### config.mk
export PLATFORM = sky130hd
export DESIGN_NAME = utf16_to_utf8_name_sanitizer_core
export DESIGN_NICKNAME = d
export VERILOG_FILES = /design/src/design/u16u8_pkg.sv /design/src/design/u16u8_front.sv /design/src/design/u16u8_queue.sv /design/src/design/u16u8_back.sv /design/src/design/utf16_to_utf8_name_sanitizer_core.sv
export SDC_FILE = /design/constraint.sdc
export NUM_CORES = 1
export LEC_CHECK = 0
export BUFFER_PORTS_ARGS = -buffer_cell sky130_fd_sc_hd__buf_4
export CAP_MARGIN = 5
export CELL_PAD_IN_SITES_DETAIL_PLACEMENT = 0
export CELL_PAD_IN_SITES_GLOBAL_PLACEMENT = 2
export CORE_MARGIN = 5
export CORE_UTILIZATION = 47
export CTS_BUF_LIST = sky130_fd_sc_hd__clkbuf_16
export DETAILED_ROUTE_END_ITERATION = 10
export PLACE_DENSITY = 0.95
export SLEW_MARGIN = 20
export SYNTH_ARGS = -nofsm -noshare
export SYNTH_HDL_FRONTEND = slang
export SYNTH_SLANG_ARGS = --single-unit
### constraint.sdc
create_clock -name clock -period 18.9 [get_ports clock]
set_input_delay 3.78 -clock clock [delete_from_list [all_inputs] [get_ports clock]]
set_output_delay 3.78 -clock clock [all_outputs]
set_load 0.05 [all_outputs]
### src/design/u16u8_pkg.sv
`default_nettype none
// ----------------------------------------------------------------------------
// u16u8_pkg: shared types and constants
// Payload structs, result codes and the job format passed from the front end
// to the byte serializer of the UTF-16 to UTF-8 name sanitizer.
// ----------------------------------------------------------------------------
package u16u8_pkg;

   localparam int CAP_W       = 13;
   localparam int QUEUE_DEPTH = 4;
   localparam int QPTR_W      = $clog2(QUEUE_DEPTH);
   localparam int QCNT_W      = $clog2(QUEUE_DEPTH + 1);
   localparam int JOB_BYTES   = 6;

   localparam logic [CAP_W-1:0] CAP_RESET = CAP_W'(1024);

   localparam logic MODE_UNIT = 1'b0;
   localparam logic MODE_END  = 1'b1;

   localparam logic KIND_DATA   = 1'b0;
   localparam logic KIND_STATUS = 1'b1;

   localparam logic [1:0] STATUS_OK       = 2'd0;
   localparam logic [1:0] STATUS_OVERFLOW = 2'd1;
   localparam logic [1:0] STATUS_RESERVED = 2'd2;

   localparam logic [15:0] HIGH_FIRST = 16'hd800;
   localparam logic [15:0] HIGH_LAST  = 16'hdbff;
   localparam logic [15:0] LOW_FIRST  = 16'hdc00;
   localparam logic [15:0] LOW_LAST   = 16'hdfff;
   localparam logic [20:0] SUPP_BASE  = 21'h10000;

   localparam logic [20:0] CP_SLASH      = 21'h2f;
   localparam logic [20:0] CP_BACKSLASH  = 21'h5c;
   localparam logic [20:0] CP_FIRST_PRINT = 21'h20;
   localparam logic [20:0] CP_UNDERSCORE = 21'h5f;
   localparam logic [20:0] CP_DOT        = 21'h2e;
   localparam logic [20:0] CP_MAX_1BYTE  = 21'h7f;
   localparam logic [20:0] CP_MAX_2BYTE  = 21'h7ff;
   localparam logic [20:0] CP_MAX_3BYTE  = 21'hffff;

   typedef struct packed {
      logic        mode;
      logic [15:0] code_unit;
   } req_payload_type;

   typedef struct packed {
      logic [7:0] out_byte;
      logic       kind;
      logic [1:0] status;
      logic       last;
   } rsp_payload_type;

   // one input item's worth of results
   typedef struct packed {
      logic [JOB_BYTES-1:0][7:0] bytes;
      logic [2:0]                count;
      logic                      has_status;
      logic [1:0]                status;
   } job_type;

   typedef struct packed {
      logic [CAP_W-1:0] bytes_written;
      logic             overflowed;
      logic             all_dots;
   } str_state_type;

   typedef struct packed {
      logic [3:0][7:0] bytes;
      logic [2:0]      n;
   } enc_type;

   typedef struct packed {
      str_state_type st;
      enc_type       enc;
   } emit_res_type;

endpackage
`default_nettype wire

### src/design/u16u8_front.sv
`default_nettype none
// ----------------------------------------------------------------------------
// u16u8_front: input classification and string state
// Accepts code units, pairs surrogates, sanitizes and encodes code points,
// applies the capacity check and queues a job for each item with a result.
// ----------------------------------------------------------------------------
module u16u8_front (
   input  wire logic                           clock,
   input  wire logic                           reset,
   input  wire logic                           csr_valid,
   output logic                                csr_ready,
   input  wire logic [u16u8_pkg::CAP_W-1:0]    csr_wdata,
   input  wire logic                           req_valid,
   output logic                                req_ready,
   input  wire u16u8_pkg::req_payload_type     req_payload,
   input  wire logic                           queue_full,
   output logic                                push,
   output u16u8_pkg::job_type                  push_job
);

   logic [u16u8_pkg::CAP_W-1:0] cap_ff, cap_in;
   logic [15:0]                 pending_high_ff, pending_high_in;
   logic                        pending_valid_ff, pending_valid_in;
   u16u8_pkg::str_state_type    str_ff, str_in;

   logic                        accept;
   logic                        is_end, is_high, is_low, join_pair;
   logic                        a_en, b_en;
   logic [20:0]                 a_cp, b_cp;
   u16u8_pkg::emit_res_type     res_a, res_b;
   u16u8_pkg::job_type          job;
   logic [2:0]                  rel;

   function automatic u16u8_pkg::enc_type encode(input logic [20:0] cp);
      u16u8_pkg::enc_type e;
      e.bytes = '0;
      if (cp <= u16u8_pkg::CP_MAX_1BYTE) begin
         e.bytes[0] = cp[7:0];
         e.n        = 3'd1;
      end else if (cp <= u16u8_pkg::CP_MAX_2BYTE) begin
         e.bytes[0] = {3'b110, cp[10:6]};
         e.bytes[1] = {2'b10, cp[5:0]};
         e.n        = 3'd2;
      end else if (cp <= u16u8_pkg::CP_MAX_3BYTE) begin
         e.bytes[0] = {4'b1110, cp[15:12]};
         e.bytes[1] = {2'b10, cp[11:6]};
         e.bytes[2] = {2'b10, cp[5:0]};
         e.n        = 3'd3;
      end else begin
         e.bytes[0] = {5'b11110, cp[20:18]};
         e.bytes[1] = {2'b10, cp[17:12]};
         e.bytes[2] = {2'b10, cp[11:6]};
         e.bytes[3] = {2'b10, cp[5:0]};
         e.n        = 3'd4;
      end
      return e;
   endfunction

   // one code point against the string state; n is zero when dropped
   function automatic u16u8_pkg::emit_res_type emit_cp(
      input u16u8_pkg::str_state_type     st,
      input logic [u16u8_pkg::CAP_W-1:0]  cap,
      input logic [20:0]                  cp_raw,
      input logic                         en
   );
      u16u8_pkg::emit_res_type r;
      logic [20:0]             cp;
      logic [u16u8_pkg::CAP_W:0] need;
      cp = cp_raw;
      if (cp == u16u8_pkg::CP_SLASH || cp == u16u8_pkg::CP_BACKSLASH ||
          cp < u16u8_pkg::CP_FIRST_PRINT) begin
         cp = u16u8_pkg::CP_UNDERSCORE;
      end
      r.st  = st;
      r.enc = encode(cp);
      need  = {1'b0, st.bytes_written} + (u16u8_pkg::CAP_W+1)'(r.enc.n) +
              (u16u8_pkg::CAP_W+1)'(1);
      if (!en || st.overflowed) begin
         r.enc.n = 3'd0;
      end else if (need > {1'b0, cap}) begin
         r.st.overflowed = 1'b1;
         r.enc.n         = 3'd0;
      end else begin
         if (cp != u16u8_pkg::CP_DOT) begin
            r.st.all_dots = 1'b0;
         end
         r.st.bytes_written = st.bytes_written + u16u8_pkg::CAP_W'(r.enc.n);
      end
      return r;
   endfunction

   assign csr_ready = 1'b1;
   assign req_ready = !queue_full;
   assign accept    = req_valid && req_ready;

   always_comb begin
      is_end    = req_payload.mode == u16u8_pkg::MODE_END;
      is_high   = req_payload.code_unit >= u16u8_pkg::HIGH_FIRST &&
                  req_payload.code_unit <= u16u8_pkg::HIGH_LAST;
      is_low    = req_payload.code_unit >= u16u8_pkg::LOW_FIRST &&
                  req_payload.code_unit <= u16u8_pkg::LOW_LAST;
      join_pair = !is_end && pending_valid_ff && is_low;

      a_en = pending_valid_ff;
      if (join_pair) begin
         a_cp = u16u8_pkg::SUPP_BASE +
                {1'b0, pending_high_ff[9:0], req_payload.code_unit[9:0]};
      end else begin
         a_cp = {5'd0, pending_high_ff};
      end
      b_en = !is_end && !join_pair && !is_high;
      b_cp = {5'd0, req_payload.code_unit};
   end

   always_comb begin
      res_a = emit_cp(str_ff, cap_ff, a_cp, a_en);
      res_b = emit_cp(res_a.st, cap_ff, b_cp, b_en);
   end

   always_comb begin
      job.count      = res_a.enc.n + res_b.enc.n;
      job.has_status = is_end;
      job.status     = u16u8_pkg::STATUS_OK;
      rel            = 3'd0;
      for (int k = 0; k < u16u8_pkg::JOB_BYTES; k++) begin
         if (3'(k) < res_a.enc.n) begin
            job.bytes[k] = res_a.enc.bytes[2'(k)];
         end else begin
            rel          = 3'(k) - res_a.enc.n;
            job.bytes[k] = res_b.enc.bytes[rel[1:0]];
         end
      end
      if (res_a.st.overflowed ||
          ({1'b0, res_a.st.bytes_written} + (u16u8_pkg::CAP_W+1)'(1)) > {1'b0, cap_ff}) begin
         job.status = u16u8_pkg::STATUS_OVERFLOW;
      end else if (res_a.st.all_dots && (res_a.st.bytes_written == u16u8_pkg::CAP_W'(1) ||
                                         res_a.st.bytes_written == u16u8_pkg::CAP_W'(2))) begin
         job.status = u16u8_pkg::STATUS_RESERVED;
      end
   end

   assign push     = accept && (job.count != 3'd0 || job.has_status);
   assign push_job = job;

   always_comb begin
      cap_in           = csr_valid ? csr_wdata : cap_ff;
      pending_high_in  = pending_high_ff;
      pending_valid_in = pending_valid_ff;
      str_in           = str_ff;
      if (accept) begin
         if (is_end) begin
            pending_high_in  = '0;
            pending_valid_in = 1'b0;
            str_in           = '{bytes_written: '0, overflowed: 1'b0, all_dots: 1'b1};
         end else begin
            str_in = res_b.st;
            if (!join_pair && is_high) begin
               pending_high_in  = req_payload.code_unit;
               pending_valid_in = 1'b1;
            end else begin
               pending_high_in  = '0;
               pending_valid_in = 1'b0;
            end
         end
      end
   end

   always_ff @(posedge clock) begin
      if (reset) begin
         cap_ff           <= u16u8_pkg::CAP_RESET;
         pending_high_ff  <= '0;
         pending_valid_ff <= 1'b0;
         str_ff           <= '{bytes_written: '0, overflowed: 1'b0, all_dots: 1'b1};
      end else begin
         cap_ff           <= cap_in;
         pending_high_ff  <= pending_high_in;
         pending_valid_ff <= pending_valid_in;
         str_ff           <= str_in;
      end
   end

endmodule
`default_nettype wire

### src/design/u16u8_queue.sv
`default_nettype none
// ----------------------------------------------------------------------------
// u16u8_queue: job queue
// Small first-in first-out buffer of jobs between the front end and the
// byte serializer.
// ----------------------------------------------------------------------------
module u16u8_queue (
   input  wire logic                 clock,
   input  wire logic                 reset,
   input  wire logic                 push,
   input  wire u16u8_pkg::job_type   push_job,
   input  wire logic                 pop,
   output logic                      full,
   output logic                      empty,
   output u16u8_pkg::job_type        head_job
);

   u16u8_pkg::job_type                  entry_ff [u16u8_pkg::QUEUE_DEPTH];
   logic [u16u8_pkg::QPTR_W-1:0]        wr_ptr_ff, wr_ptr_in;
   logic [u16u8_pkg::QPTR_W-1:0]        rd_ptr_ff, rd_ptr_in;
   logic [u16u8_pkg::QCNT_W-1:0]        count_ff, count_in;

   assign full     = count_ff == u16u8_pkg::QCNT_W'(u16u8_pkg::QUEUE_DEPTH);
   assign empty    = count_ff == '0;
   assign head_job = entry_ff[rd_ptr_ff];

   always_comb begin
      wr_ptr_in = push ? wr_ptr_ff + 1'b1 : wr_ptr_ff;
      rd_ptr_in = pop ? rd_ptr_ff + 1'b1 : rd_ptr_ff;
      count_in  = count_ff;
      if (push && !pop) begin
         count_in = count_ff + 1'b1;
      end else if (pop && !push) begin
         count_in = count_ff - 1'b1;
      end
   end

   always_ff @(posedge clock) begin
      if (push) begin
         entry_ff[wr_ptr_ff] <= push_job;
      end
   end

   always_ff @(posedge clock) begin
      if (reset) begin
         wr_ptr_ff <= '0;
         rd_ptr_ff <= '0;
         count_ff  <= '0;
      end else begin
         wr_ptr_ff <= wr_ptr_in;
         rd_ptr_ff <= rd_ptr_in;
         count_ff  <= count_in;
      end
   end

endmodule
`default_nettype wire

### src/design/u16u8_back.sv
`default_nettype none
// ----------------------------------------------------------------------------
// u16u8_back: result serializer
// Walks the head job into the output register one result per cycle while the
// output is free: data bytes first, then any end-of-string status of the job.
// ----------------------------------------------------------------------------
module u16u8_back (
   input  wire logic                       clock,
   input  wire logic                       reset,
   input  wire logic                       head_empty,
   input  wire u16u8_pkg::job_type         head_job,
   output logic                            pop,
   output logic                            rsp_valid,
   input  wire logic                       rsp_ready,
   output u16u8_pkg::rsp_payload_type      rsp_payload
);

   logic [2:0]                  idx_ff, idx_in;
   logic                        rsp_valid_ff, rsp_valid_in;
   u16u8_pkg::rsp_payload_type  rsp_payload_ff, rsp_payload_in;
   logic                        produce, is_data;

   assign produce = (!rsp_valid_ff || rsp_ready) && !head_empty;
   assign is_data = idx_ff < head_job.count;

   always_comb begin
      if (is_data) begin
         rsp_payload_in.out_byte = head_job.bytes[idx_ff];
         rsp_payload_in.kind     = u16u8_pkg::KIND_DATA;
         rsp_payload_in.status   = u16u8_pkg::STATUS_OK;
         rsp_payload_in.last     = (idx_ff == head_job.count - 3'd1) && !head_job.has_status;
      end else begin
         rsp_payload_in.out_byte = 8'd0;
         rsp_payload_in.kind     = u16u8_pkg::KIND_STATUS;
         rsp_payload_in.status   = head_job.status;
         rsp_payload_in.last     = 1'b1;
      end
   end

   assign pop = produce && rsp_payload_in.last;

   always_comb begin
      idx_in = idx_ff;
      if (pop) begin
         idx_in = 3'd0;
      end else if (produce) begin
         idx_in = idx_ff + 3'd1;
      end
      rsp_valid_in = rsp_valid_ff;
      if (produce) begin
         rsp_valid_in = 1'b1;
      end else if (rsp_ready) begin
         rsp_valid_in = 1'b0;
      end
   end

   always_ff @(posedge clock) begin
      if (reset) begin
         idx_ff       <= 3'd0;
         rsp_valid_ff <= 1'b0;
      end else begin
         idx_ff       <= idx_in;
         rsp_valid_ff <= rsp_valid_in;
      end
   end

   always_ff @(posedge clock) begin
      if (produce) begin
         rsp_payload_ff <= rsp_payload_in;
      end
   end

   assign rsp_valid   = rsp_valid_ff;
   assign rsp_payload = rsp_payload_ff;

`ifndef NO_ASSERTIONS
   a_status_is_last: assert property (@(posedge clock) disable iff (reset)
      rsp_valid_ff && rsp_payload_ff.kind == u16u8_pkg::KIND_STATUS |-> rsp_payload_ff.last)
      else $error("status item not marked last");

   a_data_status_zero: assert property (@(posedge clock) disable iff (reset)
      rsp_valid_ff && rsp_payload_ff.kind == u16u8_pkg::KIND_DATA |->
      rsp_payload_ff.status == u16u8_pkg::STATUS_OK)
      else $error("data item carries a status");

   a_idx_in_job: assert property (@(posedge clock) disable iff (reset)
      !head_empty |-> idx_ff <= head_job.count)
      else $error("byte index ran past the head job");

   a_idx_idle_zero: assert property (@(posedge clock) disable iff (reset)
      head_empty |-> idx_ff == 3'd0)
      else $error("byte index not cleared with queue empty");
`endif

endmodule
`default_nettype wire

### src/design/utf16_to_utf8_name_sanitizer_core.sv
`default_nettype none
// ----------------------------------------------------------------------------
// utf16_to_utf8_name_sanitizer_core: UTF-16 file name to UTF-8 converter
// Top level: front end, job queue and result serializer.
// ----------------------------------------------------------------------------
// The input side takes one code unit or end mark per clock while the four-job
// queue has room; a held high surrogate produces no result. The output side
// delivers one result per clock while the receiver is ready; an item that
// yields N bytes, N at most six, gives N data results (plus one status result
// for an end mark); a BMP character takes up to three. Sustained throughput
// is set by the single-byte output register. The first result of an item is
// written into a queue entry and then into the output register before it is
// presented. Writes on the csr port set the output capacity and take effect
// on the next item.
module utf16_to_utf8_name_sanitizer_core (
   input  wire logic                           clock,
   input  wire logic                           reset,
   input  wire logic                           csr_valid,
   output logic                                csr_ready,
   input  wire logic [u16u8_pkg::CAP_W-1:0]    csr_wdata,
   input  wire logic                           req_valid,
   output logic                                req_ready,
   input  wire u16u8_pkg::req_payload_type     req_payload,
   output logic                                rsp_valid,
   input  wire logic                           rsp_ready,
   output u16u8_pkg::rsp_payload_type          rsp_payload
);

   logic                 push, pop, full, empty;
   u16u8_pkg::job_type   push_job, head_job;

   u16u8_front u_front (
      .clock       (clock),
      .reset       (reset),
      .csr_valid   (csr_valid),
      .csr_ready   (csr_ready),
      .csr_wdata   (csr_wdata),
      .req_valid   (req_valid),
      .req_ready   (req_ready),
      .req_payload (req_payload),
      .queue_full  (full),
      .push        (push),
      .push_job    (push_job)
   );

   u16u8_queue u_queue (
      .clock    (clock),
      .reset    (reset),
      .push     (push),
      .push_job (push_job),
      .pop      (pop),
      .full     (full),
      .empty    (empty),
      .head_job (head_job)
   );

   u16u8_back u_back (
      .clock       (clock),
      .reset       (reset),
      .head_empty  (empty),
      .head_job    (head_job),
      .pop         (pop),
      .rsp_valid   (rsp_valid),
      .rsp_ready   (rsp_ready),
      .rsp_payload (rsp_payload)
   );

endmodule
`default_nettype wire

# Word-level counts from Yosys, hierarchy flattened
# Memories as Yosys holds them, arrays and structs flattened. A register that Yosys moved wholly into a read port is not among the register bits.
# Index checks and enable logic that the tools add are counted.
# W data, S select, Z words.
# op_classes
add_sub_neg,21
n_lt_le_gt_ge,29
n_eq_ne,10
muxes,63
n_reduce_logical,41
# ops
cell,count
$mux W8,15
$bmux W8 S2,6
$mux W16,4
$mux W25,2
$le A16 B16 Y1 const B,3
$mux W15,3
$gt A14 B13 Y1,3
$mux W21,2
$mux W19,2
$ge A16 B16 Y1 const B,2
$add A13 B3 Y14,2
$add A14 B1 Y14 const B,2
$add A13 B3 Y13,2
$mux W13,2
$bmux W8 S3,1
$mux W24,1
$mux W11,2
$add A17 B20 Y21 const A,1
$eq A21 B6 Y1 const B,1
$eq A21 B7 Y1 const B,1
$le A21 B11 Y1 const B,1
$le A21 B16 Y1 const B,1
$le A21 B7 Y1 const B,1
$lt A21 B6 Y1 const B,1
35 further kinds,103
# totals
reg_bits,68
ramBits,216
word_cells,180
mem_count,1
# memory_table
name,depth,word_bits,rd,rd_clocked_by_memory_dff,write_ports,line,rtl
u_queue.entry_ff,4,54,1,1,1,u16u8_queue.sv:18,u16u8_pkg::job_type entry_ff [u16u8_pkg::QUEUE_DEPTH];

# Logic depth before layout (Yosys ltp)
# Gate-level depths: netlist of run 1.
# depth
depth_word,30
ltp_mapped,52

# Cells and area by module
# A second synthesis of run 1 with hierarchy kept.
# hier_totals
cells_unflattened,1266
hier_area_um2,15364.7
# modules_own_cells
module,n_inst,cells_per_inst,area_each_um2,seq_area_each_um2
u16u8_queue,1,326,8287.9,6666.4
u16u8_front,1,852,5959.5,900.9
u16u8_back,1,88,1117.3,440.4

# Least setup slack after synthesis of run 1
# OpenSTA, ideal clock, no wires.
# synth_path
path_type,input port to flip-flop
startpoint,input req_payload[13] in the netlist's numbering
endpoint,"memory u_queue.entry_ff[0][0] in the netlist's numbering, enable pin"
setup_time_ns,0.417
arrival_time_ns,13.630
required_ns,18.483
slack_ns,4.853
stages,44
path_cell_list,nand4bb_1 > or2_1 > buf_2 > o41ai_2 > nor2_1 > ha_1 > nand2b_1 > nand2_1 > a31oi_4 > a31oi_1 > nor2b_1 > xor2_1 > ha_1 > a21o_1 > a21oi_1 > nand4b_1 > o21a_1 > nor2_2 > [8 not listed] > nor3_4 > nor2b_1 > xnor2_1 > ha_1 > a21o_1 > a21o_1 > a211o_1 > o211ai_1 > a31oi_1 > a2111oi_2 > inv_2 > nor3_1 > ha_1 > fa_1 > xnor2_1 > o21ba_2 > clkbuf_1 > and2_1
# synth_lines
element,line,rtl
start: declaration,utf16_to_utf8_name_sanitizer_core.sv:23,"input wire u16u8_pkg::req_payload_type req_payload,"
end: declaration,u16u8_queue.sv:18,

==> metrics list, run 1 <==
* Element type at the critical path start: input port
- Sw Share: 0.2907
* Period minus WS final: 14.85 ns
* Launching element of the worst setup path: req_payload[16]
* Max Cap Violations: 0
* Post-detail-place hpwl: between 20000 and 30000 um
- At the pin with the least slew margin, the transition time is 1.060 ns.
- For this run, global-route usage on met2 was measured as 0.3628.
- Largest stage delay, worst path: 0.78 ns
- Seq pwr share: 0.469
- Overall die width: 191.2 um
- Combinational Power Share: 0.217
- Peak Freq: just under 70 MHz
- Starting Density: 0.4754
- Synth Area per Inst: 11.99 um^2
- After synthesis, the share of flip-flops with an asynchronous set or reset is 0.
* Cts repair resizes: 0
* Routing layer with the top usage in global route: met2
- Final number of max-transition violations: 0
- Longest Clk Path Bufs: 3
- Port buffer count: 48
- Clock input transition at the sequential cells of the worst setup and hold paths: 0.06 ns
* Met1 usage: 0.3004
- Yosys top cell by area: edfxtp_1
- Die height: 191.2 um
* Number of antenna violations at the first check in global routing: 3
* Number of hold-slack violations in the final timing report: 0
- For this run the aggregate overflow at the end of global routing stands at 0.
- Power per cell area: between 90 and 100 nW/um^2
* Share of power burned in the clock network: 0.315
* Reported leakage power: 5.818 nW
- The startpoint identified for the worst hold timing path is u_front.str_ff[0].
- Slew Limit Headroom: 0.2905
- The path class of the tightest hold or removal check is reg -> reg.
- Setup CP Type: in -> reg
- The most numerous cell type found on the critical path is ha_1.
* Post-detailed-routing wire length: around 39000 um
- Count of nets left with antenna violations after detail routing: 0
- The die covers 36550 um^2.
- For met3 alone, demand over resource in global routing was 0.02538.
- The repair_antennas step left the layout with diodes totalling 0.
- Post-route setup slack: 4.051 ns
- Timing analysis after detailed placement gives a worst setup slack of 3.699 ns.
- Initial DRC count: 918
* Top Family by Delay on Critical Path: simple AND/OR/NAND/NOR gates
- After clock tree synthesis, the flow added hold-fix buffers numbering 0.
- The most used flip-flop cell after synthesis is edfxtp_1.
- The final layout contains 1402 nets.
- Setup repair after global routing missed its margin: no
- Sw Pwr: 486.2 uW
* Skew-Pair Late Insertion Delay: 0.55 ns
- Number of post-CTS setup repair buffers: 0
- Final standard cell area without fillers: 17010 um^2
- Cell internal power was estimated by the tool at 1.186 mW.
* Skew final: between 0.01 and 0.015 ns
* Global-route wire length before repair: 61610 um
- Setup TNS Final: 0 ns
- Area share of the leading cell type in the synthesized netlist: 0.4438
- R2R Path Start: u_front.pending_high_ff[7]
- Global router's overall resource usage: 0.2145
- Clock tree synthesis found a total of 286 sinks.
* Post-synthesis sequential element count: approximately 290
- For this run, design rule violations remaining after detail routing come to 0.
* Syn_nets: 1388
- CTS tree: yes
- Netlist Area Pre-Place: between 15000 and 20000 um^2
- Final setup vio count: 0
- Data required time of the critical path: 19.37 ns
- Data arrival at the endpoint of the critical path: 15.32 ns
- On the critical path, the stage with the largest delay is an instance of or2_1.
- Dividing the detail-routed wire length by the instance count gives 22.28 um.
- Count of cell types in the netlist: 95
* Buffer and inverter count on the worst path: 6
* Status: finished clean
- Number of vias after detailed routing: about 11000
- Fraction of final layout cells sized beyond drive strength 1: 0.1620
- The congestion estimate from routability-driven global placement came to 0.8849.
* Worst Hold Slack: 0.4770 ns
- The worst setup path is captured at a register.
* Core Footprint: 32450 um^2
- Of all nets on the critical path, the largest fanout is 28.
- Maximum number of pins on one net before global-route repair: 55
* Library cell used as clock root buffer: clkbuf_16
- The via count of the first global-routing pass is 10530.
* Vias per inst: 6.028
* Number of detailed-route iterations in the first pass: 7
* Leading cell types by total area after synthesis: edfxtp_1 (44%), mux4_2 (9.1%), dfxtp_1 (7.5%)
- Synth warn: 0
* Post-DP Area: around 16000 um^2
* Layout overhead on the synthesized area: 10.25%
- For this design the top-level I/O count stands at 50.
* Number of enable-type register cells in the synthesized netlist: 228
- H-tree levels: 1
- Number of clock buffers inserted by TritonCTS: 29
* Post-synthesis sequential area ratio: 0.5190
- Of the available clock period, the critical path in the final layout requires 0.7856.
- FP Rows: 66
- Synthesis produced a netlist whose cell count is between 1000 and 1500.
- IR Drop Worst-Case VDD: 104.0 uV
layout make-up:
class	instances	area [um^2]
flip-flops and latches	286	8013
repair buffers	61	457.9
multi-input cells	877	6945
clock inverters	22	142.6
fillers	2746	15440
clock buffers	29	725.7
well taps	442	553.0
inverters	46	172.7
metrics by stage:
stage | std cells | utilization | power (mW)
2_1_floorplan | 1287 | - | 1.053
3_3_place_gp | 1712 | 0.4972 | 1.155
3_5_place_dp | 1712 | 0.4972 | 1.164
4_1_cts | 1763 | 0.5239 | 1.690
5_1_grt | 1763 | 0.5241 | 1.749
6_report | 1763 | 0.5241 | 1.672
cells by family (layout without fill, tap and decap cells):
logic type | after synthesis | in the layout | synth area share
compound gates | 272 | 272 | 0.1226
xor+xnor | 66 | 66 | 0.03795
fa+ha+maj | 67 | 67 | 0.05717
buf+inv | 124 | 158 | 0.03244
flops | 286 | 286 | 0.5190
mux | 90 | 90 | 0.1089
other cells | 1 | 1 | 0.0002431
simple gates | 381 | 381 | 0.1216
layout by cell type (no fill, tap or decap), drive strengths merged, types with 12 or more instances in the layout:
cell and instances:
mux4 62, a21oi 57, and2 12, a21o 19
ha 60, inv 53, edfxtp 228, nand2 115
o21ai 48, clkbuf 29, nand3 35, xor2 19
buf 61, nand4 17, a31oi 28, o22ai 19
nor2 106, mux2i 25, nor3 26, dfxtp 58
nor4 12, xnor2 47, a22oi 24
state kept, by name, summed over array words and instances, names as in the netlist, named ones only:
signal	count
u_back.idx_ff	3
u_back.rsp_payload	12
u_back.rsp_valid	1
u_front.a_en	1
u_front.cap_ff	13
u_front.pending_high_ff	16
u_front.str_ff	15
u_queue.count_ff	3
u_queue.entry_ff	216
u_queue.rd_ptr_ff	2
u_queue.wr_ptr_ff	2
routing by layer:
metal,wire length (um),vias to the layer above
met2,19100,336
met5,28,-
met1,17160,5287
li1,-,4929
met4,897,4
met3,2091,72
cell usage after synthesis (all sizes together) (9+ instances only):
cell	number
edfxtp	228
nand2	115
nor2	106
mux4	62
ha	60
dfxtp	58
a21oi	57
clkbuf	54
o21ai	48
xnor2	47
inv	44
nand3	35
a31oi	28
nor3	26
mux2i	25
a22oi	24
buf	24
a21o	19
o22ai	19
xor2	19
nand4	17
and2	12
nor4	12
nand2b	11
a211oi	9
nor2b	9
worst register-to-register path, delay by kind of cell, from the launching register on:
family,cells,cell delay (ns)
compound gates,18,4.79
simple gates,13,3.61
fa+ha+maj,9,2.34
buf+inv,5,0.52
flops,1,0.49
xor+xnor,3,0.36
final timing paths:
kind | depth (start not counted) | endpoint | slack (ns)
hold / removal | 2 | u_front.str_ff[0] | 0.48
setup reg to reg | 48 | u_queue.count_ff[2] | 6.71
setup / recovery | 48 | u_queue.count_ff[2] | 4.05
hold reg to reg | 2 | u_front.str_ff[0] | 0.48
power groups by stage:
| stage | Sequential [mW] | Clock (mW) | Combinational (mW) |
|---|---|---|---|
| final | 0.784 | 0.526 | 0.362 |
| after global routing | 0.789 | 0.563 | 0.396 |
| after CTS | 0.785 | 0.537 | 0.367 |
| after detailed placement | 0.798 | 0 | 0.366 |
| after global placement | 0.795 | 0 | 0.361 |
| after floorplan | 0.838 | 0 | 0.215 |
(Power assumes the default switching activity.)
==> run 2, diff against run 1 <==
ABC_AREA = 1   (was default)
CORE_UTILIZATION = 40   (was 47)
PLACE_DENSITY = 0.91   (was 0.95)
clock period = 14.2 ns   (was 18.9 ns; I/O delays follow)
==> metrics list, run 2 <==
* Diode insertion count for antenna repair: 0
* Overall die area: roughly 42000 um^2
- IR Drop Worst-Case VDD: 88.38 uV
* Max FFs per register: 216
- Buffers inserted during clock tree synthesis total 31.
- The cell count after synthesis came out at ~1700.
- Status: finished clean
* WL/cell: 19.97 um
- Count of nets left with antenna violations after detail routing: 0
- Data arrival at the endpoint of the critical path: 13.46 ns
* Number of post-CTS setup repair buffers: 0
- Vias per inst: 5.438
- For met1 alone, demand over resource in global routing was 0.3091.
* Period minus WS final: 12.96 ns
- Worst setup slack before clock tree synthesis: ~0.7 ns
* Max Cap Violations: 0
* Power per cell area: 145.8 nW/um^2
* Leading cell type in the layout, fill and taps excluded: nand2_1
* Setup TNS Final: 0 ns
- From synthesis to final layout, the design area changed by 12.60%.
* CTS Hold Buffers Added: 0
* Count of cell types in the netlist: 55
- Residual DRC count: 0
* Met2 Usage GRT: 0.3296
* Synth warn: 0
* Element type at the critical path start: input port
- The via count of the first global-routing pass is 11840.
- Number of detailed-route iterations in the first pass: 5
- In the finished design, the share of the clock period the worst path needs comes to 0.9126.
* Final cell count without fillers: between 2000 and 2500
- Number of enable-type register cells in the synthesized netlist: 228
* CTS tree: yes
- Die height: 206.0 um
* Worst hold path class: reg -> reg
* Post-detailed-routing wire length: approximately 45000 um
- When the netlist entered floorplanning its net count stood at around 1800.
- The setup path with the least slack is of type in -> reg.
* H-tree levels: 1
* Slew Limit Headroom: 0.2852
- Most common cell on crit path: nand2_1
- Dividing the synthesized area by the synthesized cell count gives 9.076 um^2.
- Total grt overflow: 0
- Netlist Area Pre-Place: roughly 15000 um^2
- Number of hold-slack violations in the final timing report: 0
- Final setup vio count: 0
* Clock input transition at the sequential cells of the worst setup and hold paths: 0.06 ns
- Util after Layout: 0.4583
* Commonest cells after routing, fill and taps aside: nand2_1 (303), edfxtp_1 (228), nor2_1 (194)
* Leading registers by flop count: u_queue.entry_ff x216, u_front.pending_high_ff x16, u_front.str_ff x15
* Port buffer count: 48
- The final number of max-transition violations is 0.
- Largest register by flop count: u_queue.entry_ff
- The initialized floorplan defines 71 standard-cell rows.
* Clk sinks: 286
- Static timing analysis puts the maximum clock frequency at 77.16 MHz.
* Critical path peak fanout: 28
* Maximum number of pins on one net before global-route repair: 110
* Starting Density: 0.4070
* Global router's overall resource usage: 0.2107
- Largest stage delay, worst path: about 0.45 ns
- The routed layout has 12260 vias.
- Cts repair resizes: 0
* Longest Clk Path Bufs: 3
* Reported leakage power: 6.691 nW
- CP Capture Type: register
- Library cell used as clock root buffer: clkbuf_16
- Cell with the most instances after synthesis: nand2_1
* Top Ports: 50
- The synthesized design contains 286 register bits.
- In the final layout, the share of cells above drive strength 1 is 0.1061.
- Placer Congestion: 0.9260
* Post-detail-place hpwl: 31560 um
- Setup repair after global routing missed its margin: no
- The floorplan step defined a core boundary enclosing about 38000 um^2.
- After layout, the design draws a total of approximately 2.5 mW.
- Most frequently used flop master after synthesis: edfxtp_1
- The first global-routing pass estimated approximately 69000 um of wire.
* Routing layer with the top usage in global route: met2
* Share of flip-flops with an asynchronous set or reset after synthesis: 0
- Number of nets in the layout: 1820
- Measured along the x axis, the die boundary spans around 210 um.
- Pin slew with the least headroom to its limit: 1.061 ns
- Skew-Pair Late Insertion Delay: 0.58 ns
- The initial antenna violation count is 0.
* Post-synthesis sequential area ratio: 0.5211
- Post-route setup slack: 1.241 ns
* Leading cell types by total area after synthesis: edfxtp_1 (45%), dfxtp_1 (7.6%), nand2_1 (7.4%)
- Of the post-synthesis cell area, the dominant cell type holds 0.4456.
- After the first detailed-routing iteration, the DRC count stood at 1115.
* Data required time of the critical path: 14.70 ns
- Yosys top cell by area: edfxtp_1
- Sorting the synthesized cells by how often they occur yields nand2_1 (303), edfxtp_1 (228), nor2_1 (198).
* Skew final: approximately 0.0085 ns
* Instance count after placement with tap cells included: 2197
- Cell at the slowest stage of the critical path: o21ai_0
- In the global route stage, met3 resource usage came out at 0.03295.
-- run 2: kinds of logic after synthesis --
group / count (synthesis) / share of synthesized area
flip-flops: 286 / 0.5211
adder cells (fa/ha/maj): 66 / 0.05667
XOR/XNOR: 35 / 0.01995
buffers and inverters: 241 / 0.06148
AND/OR/NAND/NOR: 652 / 0.1864
other: 1 / 0.0002440
AO/OA/AOI/OAI: 412 / 0.1541
-- run 2: where the power goes --
part,switching (mW),internal [mW]
registers,0.0314,1.01
clock network,0.331,0.470
logic,0.495,0.184
total,0.857,1.66
-- run 2: path summary, 6_finish.rpt --
kind | from | endpoint | slack [ns] | depth (start not counted)
min | u_front.pending_high_ff[10] | u_front.pending_high_ff[10] | 0.45 | 2
min reg2reg | u_front.pending_high_ff[10] | u_front.pending_high_ff[10] | 0.45 | 2
max reg2reg | u_front.a_en | u_queue.count_ff[2] | 3.30 | 70
max | req_payload[16] | u_queue.count_ff[2] | 1.24 | 72
-- run 2: area by class of cell --
class / count / area [um^2]
clock inverter: 27 / 240.2
timing repair buffer: 64 / 546.8
sequential: 286 / 8009
tap: 511 / 639.4
fill: 3624 / 20450
clock buffer: 31 / 775.7
multi-input combinational: 1166 / 6450
inverter: 170 / 640.6
-- run 2: metal layers --
layer,wire (um),up-vias
met5,0,-
met4,877,0
met3,3447,59
met2,20100,393
met1,20610,5874
li1,-,5937
-- run 2: per-stage QoR --
| step | hold WS (ns) | instance area (um^2) |
|---|---|---|
| after floorplan | 0.4242 | 15370 |
| after global placement | 0.4467 | 16280 |
| after detailed placement | 0.4460 | 16280 |
| after CTS | 0.4541 | 17300 |
| after global routing | 0.4855 | 17300 |
| final | 0.4467 | 17300 |
-- run 2: worst max-delay path: cells and delay by family --
kind,cells,cell delay [ns]
xor+xnor,3,0.63
buf+inv,11,1.39
compound gates,12,1.83
simple gates,37,4.09
fa+ha+maj,9,2.67
